### config.mk
export PLATFORM = sky130hd
export DESIGN_NAME = rtt_mean_and_deviation
export DESIGN_NICKNAME = d
export VERILOG_FILES = /design/src/hdl/rttmd_pkg.sv /design/src/hdl/rtt_mean_and_deviation.sv /design/src/hdl/rttmd_divider.sv /design/src/hdl/rttmd_sqrt.sv
export SDC_FILE = /design/constraint.sdc
export NUM_CORES = 2
export LEC_CHECK = 0
export ABC_AREA = 1
export BUFFER_PORTS_ARGS = -buffer_cell sky130_fd_sc_hd__buf_2
export CORE_MARGIN = 2
export CORE_UTILIZATION = 45
export CTS_BUF_LIST = sky130_fd_sc_hd__clkbuf_4
export CTS_CLUSTER_DIAMETER = 120
export CTS_CLUSTER_SIZE = 12
export DETAILED_ROUTE_END_ITERATION = 16
export PLACE_DENSITY = 0.68
export SETUP_SLACK_MARGIN = 0.5
export SLEW_MARGIN = 40
export SYNTH_ARGS = -nofsm -noshare
export SYNTH_HDL_FRONTEND = slang
export SYNTH_SLANG_ARGS = --single-unit
export TNS_END_PERCENT = 100
### constraint.sdc
create_clock -name clock -period 10.75 [get_ports clock]
set_input_delay 1.075 -clock clock [delete_from_list [all_inputs] [get_ports clock]]
set_output_delay 1.075 -clock clock [all_outputs]
set_load 0.02 [all_outputs]
### src/hdl/rttmd_pkg.sv
// ----------------------------------------------------------------------------
// rttmd_pkg
// Shared widths and state encoding for the round-trip-time statistics block.
// ----------------------------------------------------------------------------
package rttmd_pkg;

   localparam int CNT_W      = 16;   // sample count
   localparam int SUM_W      = 48;   // sum of times
   localparam int SQS_W      = 63;   // sum of squares
   localparam int RES_W      = 32;   // mean and deviation
   localparam int REQ_DATA_W = 128;  // count, time sum, square sum, zero pad
   localparam int RSP_DATA_W = 64;   // mean, deviation

   localparam int DIV_W      = SQS_W;              // dividend and quotient width
   localparam int DIV_CNT_W  = $clog2(DIV_W);
   localparam int RAD_W      = 2 * RES_W;          // radicand width
   localparam int ROOT_CNT_W = $clog2(RES_W);
   localparam int PRT_REM_W  = RES_W + 1;          // partial remainder of the root

   typedef enum logic [2:0] {
      ST_IDLE,
      ST_DIV_TIME,
      ST_DIV_SQUARE,
      ST_SQUARE,
      ST_DIFF,
      ST_ROOT,
      ST_FINISH
   } state_type;

endpackage

### src/hdl/rtt_mean_and_deviation.sv
// A zero count skips the divider and square root and goes straight to ST_FINISH.
// A new request is accepted only in ST_IDLE, after the last one has passed the
//   bit-serial divider, run twice, and the 32-step serial square root.
// A result waiting on rsp_tready does not block the next request from entering.
// Reset (synchronous, active high) returns the sequencer to idle and empties
//   the result register.
// ----------------------------------------------------------------------------
// rtt_mean_and_deviation
// Mean and standard deviation of round-trip times from count, sum and sum of
// squares, using a shared serial divider and a serial square root.
// ----------------------------------------------------------------------------
module rtt_mean_and_deviation (
   input  logic                              clock,
   input  logic                              reset,
   input  logic                              req_tvalid,
   output logic                              req_tready,
   // sample_count [15:0], time_sum [63:16], square_sum [126:64], zero [127]
   input  logic [rttmd_pkg::REQ_DATA_W-1:0]  req_tdata,
   output logic                              rsp_tvalid,
   input  logic                              rsp_tready,
   // mean_time [31:0], deviation [63:32]
   output logic [rttmd_pkg::RSP_DATA_W-1:0]  rsp_tdata,
   // valid_res [0]
   output logic                              rsp_tuser
);
   import rttmd_pkg::*;

   state_type            state_ff, state_in;
   logic [CNT_W-1:0]     count_ff, count_in;
   logic [SQS_W-1:0]     sqs_ff, sqs_in;
   logic [SUM_W-1:0]     mean_ff, mean_in;
   logic [DIV_W-1:0]     msq_ff, msq_in;
   logic [RAD_W-1:0]     prod_ff, prod_in;
   logic                 big_ff, big_in;
   logic                 zero_ff, zero_in;
   logic                 rsp_valid_ff, rsp_valid_in;
   logic [RSP_DATA_W-1:0] rsp_data_ff, rsp_data_in;
   logic                 rsp_user_ff, rsp_user_in;

   logic [CNT_W-1:0]     req_count;
   logic [SUM_W-1:0]     req_time;
   logic [SQS_W-1:0]     req_sqs;

   logic                 div_start;
   logic [DIV_W-1:0]     div_dividend;
   logic [CNT_W-1:0]     div_divisor;
   logic                 div_done;
   logic [DIV_W-1:0]     div_quotient;

   logic                 root_start;
   logic [RAD_W-1:0]     radicand;
   logic                 root_done;
   logic [RES_W-1:0]     root;

   logic [RAD_W-1:0]     msq_ext;
   logic [RES_W-1:0]     mean_lo;
   logic [RES_W-1:0]     mean_sat;

   assign req_count = req_tdata[CNT_W-1:0];
   assign req_time  = req_tdata[CNT_W +: SUM_W];
   assign req_sqs   = req_tdata[CNT_W+SUM_W +: SQS_W];

   rttmd_divider u_divider (
      .clock    (clock),
      .reset    (reset),
      .start    (div_start),
      .dividend (div_dividend),
      .divisor  (div_divisor),
      .done     (div_done),
      .quotient (div_quotient)
   );

   rttmd_sqrt u_sqrt (
      .clock    (clock),
      .reset    (reset),
      .start    (root_start),
      .radicand (radicand),
      .done     (root_done),
      .root     (root)
   );

   always_comb begin
      msq_ext  = {{(RAD_W-DIV_W){1'b0}}, msq_ff};
      mean_lo  = mean_ff[RES_W-1:0];
      mean_sat = big_ff ? '1 : mean_lo;
      radicand = (big_ff || (prod_ff > msq_ext)) ? '0 : msq_ext - prod_ff;

      state_in     = state_ff;
      count_in     = count_ff;
      sqs_in       = sqs_ff;
      mean_in      = mean_ff;
      msq_in       = msq_ff;
      prod_in      = prod_ff;
      big_in       = big_ff;
      zero_in      = zero_ff;
      rsp_valid_in = rsp_valid_ff;
      rsp_data_in  = rsp_data_ff;
      rsp_user_in  = rsp_user_ff;
      req_tready   = 1'b0;
      div_start    = 1'b0;
      div_dividend = sqs_ff;
      div_divisor  = count_ff;
      root_start   = 1'b0;

      if (rsp_valid_ff && rsp_tready) begin
         rsp_valid_in = 1'b0;
      end

      unique case (state_ff)
         ST_IDLE: begin
            req_tready = 1'b1;
            if (req_tvalid) begin
               count_in = req_count;
               sqs_in   = req_sqs;
               if (req_count == '0) begin
                  zero_in  = 1'b1;
                  state_in = ST_FINISH;
               end else begin
                  zero_in      = 1'b0;
                  div_start    = 1'b1;
                  div_dividend = {{(DIV_W-SUM_W){1'b0}}, req_time};
                  div_divisor  = req_count;
                  state_in     = ST_DIV_TIME;
               end
            end
         end
         ST_DIV_TIME: begin
            if (div_done) begin
               mean_in   = div_quotient[SUM_W-1:0];
               div_start = 1'b1;
               state_in  = ST_DIV_SQUARE;
            end
         end
         ST_DIV_SQUARE: begin
            if (div_done) begin
               msq_in   = div_quotient;
               state_in = ST_SQUARE;
            end
         end
         ST_SQUARE: begin
            prod_in  = RAD_W'(mean_lo) * RAD_W'(mean_lo);
            big_in   = |mean_ff[SUM_W-1:RES_W];
            state_in = ST_DIFF;
         end
         ST_DIFF: begin
            root_start = 1'b1;
            state_in   = ST_ROOT;
         end
         ST_ROOT: begin
            if (root_done) begin
               state_in = ST_FINISH;
            end
         end
         ST_FINISH: begin
            if (!rsp_valid_ff || rsp_tready) begin
               rsp_valid_in = 1'b1;
               rsp_user_in  = !zero_ff;
               rsp_data_in  = zero_ff ? '0 : {root, mean_sat};
               state_in     = ST_IDLE;
            end
         end
         default: begin
            state_in = ST_IDLE;
         end
      endcase
   end

   always_ff @(posedge clock) begin
      if (reset) begin
         state_ff     <= ST_IDLE;
         rsp_valid_ff <= 1'b0;
      end else begin
         state_ff     <= state_in;
         rsp_valid_ff <= rsp_valid_in;
      end
   end

   always_ff @(posedge clock) begin
      count_ff    <= count_in;
      sqs_ff      <= sqs_in;
      mean_ff     <= mean_in;
      msq_ff      <= msq_in;
      prod_ff     <= prod_in;
      big_ff      <= big_in;
      zero_ff     <= zero_in;
      rsp_data_ff <= rsp_data_in;
      rsp_user_ff <= rsp_user_in;
   end

   assign rsp_tvalid = rsp_valid_ff;
   assign rsp_tdata  = rsp_data_ff;
   assign rsp_tuser  = rsp_user_ff;

endmodule

### src/hdl/rttmd_divider.sv
// ----------------------------------------------------------------------------
// rttmd_divider
// Bit-serial restoring divider: one quotient bit per cycle, DIV_W quotient bits.
// ----------------------------------------------------------------------------
module rttmd_divider (
   input  logic                           clock,
   input  logic                           reset,
   input  logic                           start,
   input  logic [rttmd_pkg::DIV_W-1:0]    dividend,
   input  logic [rttmd_pkg::CNT_W-1:0]    divisor,
   output logic                           done,
   output logic [rttmd_pkg::DIV_W-1:0]    quotient
);
   import rttmd_pkg::*;

   logic                 busy_ff, busy_in;
   logic                 done_ff, done_in;
   logic [DIV_CNT_W-1:0] count_ff, count_in;
   logic [CNT_W-1:0]     dsr_ff, dsr_in;
   logic [CNT_W-1:0]     rem_ff, rem_in;
   logic [DIV_W-1:0]     quo_ff, quo_in;
   logic [CNT_W:0]       shifted;
   logic [CNT_W:0]       diff;
   logic                 fits;

   always_comb begin
      shifted  = {rem_ff, quo_ff[DIV_W-1]};
      diff     = shifted - {1'b0, dsr_ff};
      fits     = shifted >= {1'b0, dsr_ff};
      busy_in  = busy_ff;
      done_in  = 1'b0;
      count_in = count_ff;
      dsr_in   = dsr_ff;
      rem_in   = rem_ff;
      quo_in   = quo_ff;
      if (start) begin
         busy_in  = 1'b1;
         count_in = '0;
         dsr_in   = divisor;
         rem_in   = '0;
         quo_in   = dividend;
      end else if (busy_ff) begin
         rem_in   = fits ? diff[CNT_W-1:0] : shifted[CNT_W-1:0];
         quo_in   = {quo_ff[DIV_W-2:0], fits};
         count_in = count_ff + 1'b1;
         if (count_ff == DIV_CNT_W'(DIV_W - 1)) begin
            busy_in = 1'b0;
            done_in = 1'b1;
         end
      end
   end

   always_ff @(posedge clock) begin
      if (reset) begin
         busy_ff  <= 1'b0;
         done_ff  <= 1'b0;
         count_ff <= '0;
      end else begin
         busy_ff  <= busy_in;
         done_ff  <= done_in;
         count_ff <= count_in;
      end
   end

   always_ff @(posedge clock) begin
      dsr_ff <= dsr_in;
      rem_ff <= rem_in;
      quo_ff <= quo_in;
   end

   assign done     = done_ff;
   assign quotient = quo_ff;

endmodule

### src/hdl/rttmd_sqrt.sv
// ----------------------------------------------------------------------------
// rttmd_sqrt
// Digit-serial floor square root: two radicand bits in, one root bit out
// per cycle.
// ----------------------------------------------------------------------------
module rttmd_sqrt (
   input  logic                           clock,
   input  logic                           reset,
   input  logic                           start,
   input  logic [rttmd_pkg::RAD_W-1:0]    radicand,
   output logic                           done,
   output logic [rttmd_pkg::RES_W-1:0]    root
);
   import rttmd_pkg::*;

   logic                  busy_ff, busy_in;
   logic                  done_ff, done_in;
   logic [ROOT_CNT_W-1:0] count_ff, count_in;
   logic [RAD_W-1:0]      val_ff, val_in;
   logic [PRT_REM_W-1:0]  rem_ff, rem_in;
   logic [RES_W-1:0]      root_ff, root_in;
   logic [PRT_REM_W+1:0]  shifted;
   logic [PRT_REM_W+1:0]  trial;
   logic [PRT_REM_W+1:0]  diff;
   logic                  fits;

   always_comb begin
      shifted  = {rem_ff, val_ff[RAD_W-1 -: 2]};
      trial    = {1'b0, root_ff, 2'b01};
      diff     = shifted - trial;
      fits     = shifted >= trial;
      busy_in  = busy_ff;
      done_in  = 1'b0;
      count_in = count_ff;
      val_in   = val_ff;
      rem_in   = rem_ff;
      root_in  = root_ff;
      if (start) begin
         busy_in  = 1'b1;
         count_in = '0;
         val_in   = radicand;
         rem_in   = '0;
         root_in  = '0;
      end else if (busy_ff) begin
         val_in   = {val_ff[RAD_W-3:0], 2'b00};
         rem_in   = fits ? diff[PRT_REM_W-1:0] : shifted[PRT_REM_W-1:0];
         root_in  = {root_ff[RES_W-2:0], fits};
         count_in = count_ff + 1'b1;
         if (count_ff == ROOT_CNT_W'(RES_W - 1)) begin
            busy_in = 1'b0;
            done_in = 1'b1;
         end
      end
   end

   always_ff @(posedge clock) begin
      if (reset) begin
         busy_ff  <= 1'b0;
         done_ff  <= 1'b0;
         count_ff <= '0;
      end else begin
         busy_ff  <= busy_in;
         done_ff  <= done_in;
         count_ff <= count_in;
      end
   end

   always_ff @(posedge clock) begin
      val_ff  <= val_in;
      rem_ff  <= rem_in;
      root_ff <= root_in;
   end

   assign done = done_ff;
   assign root = root_ff;

endmodule
Yosys cells after proc, flatten, opt, wreduce, memory -nomap -nowiden
Cells that the tools add are included.

Bits in registers: 564. Output and inout port bits: 67. Logic and storage cells: 105.

Add/subtract/negate cells: 5. Multipliers: 1. Magnitude comparators: 3. Eq/ne operators: 13. Mux-type cells: 39. Bitwise operators: 2. Reduce and logical (&&, ||, !) cells: 19.

Operators by type and width (number): $mux 63 (5); $mux 64 (3); $gt 64x63->1 (1); $mul 32x32->64 (1); $mux 16 (4); $sub 63x64->64 (1); $ge 35x34->1 (1); $mux 33 (1); $sub 33x33->33 (1); $mux 32 (1); $pmux 3 s7 (1); $mux 3 (6); $ge 17x16->1 (1); $mux 1 (17); $logic_not 16->1 (1); $reduce_or 16->1 (1); $sub 16x16->16 (1); $eq 3x3->1 const B (3); $reduce_and 2->1 (4); $add 6x1->6 const B (1); $eq 3x2->1 const B (2); $eq 6x6->1 const B (1); $ne 2x1->1 const B (3); $reduce_or 3->1 (2); other kinds (13) (19).

Depth between registers and ports, before layout
Word-level depth: 5. Depth in mapped cells: 32. Gate-level depth less buffers: 31.

Hierarchy
Synthesis repeated with hierarchy kept, for this count alone.

Cells, all modules: 7644. Area, all modules: 62068.3 um^2.

By module, submodules not included: rtt_mean_and_deviation (times used 1, cells an instance 5826, area each 48617.9 um^2, seq. area each 9689.3 um^2); rttmd_sqrt (times used 1, cells an instance 1171, area each 8087.8 um^2, seq. area each 3363.2 um^2); rttmd_divider (times used 1, cells an instance 647, area each 5362.6 um^2, seq. area each 2852.7 um^2).

Least setup slack after synthesis
OpenSTA, ideal clock, no wires.

Kind: register to register. Start: register mean_ff[28]. End: register prod_ff[61] (data pin). Library setup time: 0.252 ns. Arrival time: 6.532 ns. Path slack: 3.966 ns. Cell stages (with the launch flop): 28. Path buffers: 2. Period minus slack after synthesis: 6.784 ns. Path through: edfxtp_1 -> clkbuf_1 -> buf_1 -> nand2_1 -> fa_1 -> fa_1 -> inv_1 -> fa_1 -> inv_1 -> fa_1 -> inv_1 -> fa_1 -> fa_1 -> fa_1 -> inv_1 -> fa_1 -> inv_1 -> ha_1 -> a21oi_1 -> o21ai_0 -> a21oi_1 -> nor2_1 -> nor2_1 -> nor2_1 -> nor2_1 -> nand2_1 -> nand2_1 -> nand2_1.

Longest elaborated chain between the ends: 1.

RTL lines: start, declared (line rtt_mean_and_deviation.sv:31) `logic [SUM_W-1:0] mean_ff, mean_in;`; start signal, assigned (line rtt_mean_and_deviation.sv:181) `mean_ff <= mean_in;`; $mul 32x32->64 (line rtt_mean_and_deviation.sv:141) `prod_in = RAD_W'(mean_lo) * RAD_W'(mean_lo);`; end signal, assigned (line rtt_mean_and_deviation.sv:183) `prod_ff <= prod_in;`; end, declared (line rtt_mean_and_deviation.sv:33) `logic [RAD_W-1:0] prod_ff, prod_in;`.

No other way between the ends. A chain may end at the register's enable or synchronous reset.

Final worst setup path
Start: register mean_ff[5]. End: register prod_ff[39] (data pin).

The elaborated chain is that of the path after synthesis.

==> flow_summary.json <==
{
  "die_y_um": 371,
  "path_delay_family": "adder cells",
  "worst-path-buf-inv": 5,
  "worstPathArrival_ns": 8.73,
  "vias": 46900,
  "drt_iter0_drc": 3375,
  "routedWlPerCell_um": 18.2,
  "clock_skew_ns": 0.0668,
  "clock_path_buffers": 3,
  "synth_seq_cells": 563,
  "boundaryPins": 199,
  "synth_area_leaders": "fa_1 26%, edfxtp_1 23%, inv_1 12%",
  "p_per_area_nw_per_um2": 106,
  "synth_edf_count": 463,
  "fin_ws_ns": 2.72,
  "synth_cells": 7364,
  "use_met2_pct": 43.2,
  "grt_pass1_vias": 48600,
  "cp-start-kind": "flip-flop",
  "detail-route-antenna-nets": 0,
  "place_ws_ns": 2.84,
  "syn_to_final_growth_pct": 6.35,
  "critical_path.endpoint_type": "flip-flop",
  "finalNetCount": 8845,
  "ys_types": 52,
  "p_leak_nw": 34.7,
  "cts_max_level": 2,
  "setup_viol": 0,
  "routed_wirelength_um": 169000,
  "netlist_top_cells_count": "1,959 x inv_1, 1,786 x nand2_1, 794 x fa_1",
  "antenna_found_initial": 8,
  "cp.required_ns": 11.45,
  "hp-class": "input pin to flip-flop",
  "die_area_sq_um": 138000,
  "firstDrtPassIters": 6,
  "cts_root_buffer": "clkbuf_4",
  "rsz0062_at_grt": "no",
  "cts_tree": "built",
  "drive_gt1_share_pct": 5.71,
  "syn-num-nets": 8704,
  "place_congestion": 0.957,
  "yosys_most_used_dff": "edfxtp_1",
  "clock-sinks": 563,
  "cap_viol_max_count": 0,
  "synthArstFlopShare_pct": 0,
  "dp_hpwl_um": 139000,
  "status": "finished clean",
  "crit_slowest_cell": "edfxtp_1",
  "rows": 134,
  "numPortBuffers": 197,
  "critical_path_class": "flip-flop to flip-flop",
  "max_freq_mhz": 125,
  "fin_cells": 9321,
  "clk_latency_ns": 1.02,
  "drc": 0,
  "slew_violations": 0,
  "dp_cells": 9215,
  "period_needed_ns": 8.03,
  "syn-cell-area_sq_um": 60700,
  "slew_headroom_pct": 40.3,
  "ir_drop_uv": 151,
  "timing.final.crit_share_pct": 74.7,
  "busiest_layer": "met2",
  "path_clk_slew_ns": 0.15,
  "grt_max_degree": 82,
  "met3_usage_pct": 2.41,
  "yosys.area.top_type": "fa_1",
  "cts_buffers": 55,
  "crit_top_cell": "fa_1",
  "yosysTopAreaCellShare_pct": 26.2,
  "postCtsSetupBuffers": 0,
  "synth_warnings": 0,
  "grtUsageMet1_pct": 33.2,
  "hold_violations": 0,
  "viasPerCell": 5.04,
  "grt_pass1_wl_um": 267000,
  "tightest_slew_ns": 0.896,
  "ctsHoldBuffers": 0,
  "ys_seq_area_share_pct": 26.2,
  "grt.overflow.total": 0,
  "crit_fanout": 22,
  "die_w_um": 371,
  "grt_util_all_layers_pct": 25.1,
  "core_sq_um": 134000,
  "synth.avg_cell_area_sq_um": 8.24,
  "finalSetupTns_ns": 0,
  "cts_resized": 0,
  "slowest_delay_ns": 0.83,
  "initial_core_util_pct": 45.4,
  "synth_most_common_cell": "inv_1"
}
-- kinds of logic after synthesis --
kind of cell / count (synthesis) / share of synthesized area, %
AO/OA/AOI/OAI: 558 / 5.28
XOR/XNOR: 139 / 2.01
adder cells (fa/ha/maj): 1208 / 34.7
buffers and inverters: 2143 / 13.4
flip-flops: 563 / 26.2
multiplexers: 1 / 0.0186
AND/OR/NAND/NOR: 2752 / 18.4
-- area by class of cell --
cell class	count	area (sq um)
Clock buffer	88	661
Tap cell	1768	2210
Timing Repair Buffer	258	1480
Antenna cell	6	15.0
Inverter	1969	7390
Fill cell	13100	69100
Multi-Input combinational cell	4658	36700
Sequential cell	563	15900
Clock inverter	11	150
-- path summary, 6_finish.rpt --
| check | endpoint | slack, ns | cells past startpoint | start |
|---|---|---|---|---|
| worst min register to register | msq_ff[58] | 0.46 | 0 | u_divider.quotient[58] |
| worst min-delay path | sqs_ff[4] | 0.22 | 1 | req_tdata[68] |
| worst max-delay path | prod_ff[39] | 2.72 | 26 | mean_ff[5] |
| worst max register to register | prod_ff[39] | 2.72 | 26 | mean_ff[5] |
-- state kept, by name, summed over array words and instances (netlist names), 32 cells and up --
signal and cells:
u_sqrt.root 32, mean_ff 48, rsp_tdata 64, u_divider.quotient 63, prod_ff 63, sqs_ff 63, msq_ff 63, u_sqrt.rem_ff 33
u_sqrt.val_ff 64
-- metal layers --
metal | vias up | part of all wire [%]
met5 | - | 0.0077
met4 | 2 | 3.4
met3 | 257 | 5.3
met2 | 1372 | 49
met1 | 22900 | 43
li1 | 22400 | -
-- stage by stage --
stage / cell area (sq um) / hold slack, ns / util [%] / power, W
after CTS: 64500 / 0.0726 / 48.3 / 0.00692
final: 64600 / 0.217 / 48.3 / 0.00687
after global placement: 63700 / 0.436 / 47.6 / 0.00566
after detailed placement: 63700 / 0.440 / 47.7 / 0.00569
after floorplan: 60700 / 0.426 / - / 0.00490
after global routing: 64600 / 0.154 / 48.3 / 0.00736
-- cell usage in the layout, fill, tap and decap left out, types with 55 or more instances in the layout --
master / netlist / layout
xor2_1: 84 / 84
nand2_1: 1786 / 1785
dfxtp_1: 100 / 100
o21ai_0: 146 / 146
buf_2: 17 / 197
nand3_1: 242 / 242
xnor2_1: 55 / 55
edfxtp_1: 463 / 463
nand4_1: 59 / 59
a21oi_1: 222 / 222
fa_1: 794 / 794
nor2_1: 529 / 525
clkbuf_4: 0 / 88
ha_1: 414 / 414
inv_1: 1959 / 1956
-- report_power, final --
group          leakage [nW]  switching (W)  total (W)  internal, W
Combinational          29.1        0.00179    0.00257     0.000784
Sequential             5.09       0.000237    0.00308      0.00284
Clock                 0.480       0.000765    0.00121     0.000450
Total                  34.7        0.00279    0.00687      0.00408
Power figures use the tool's default switching activity.
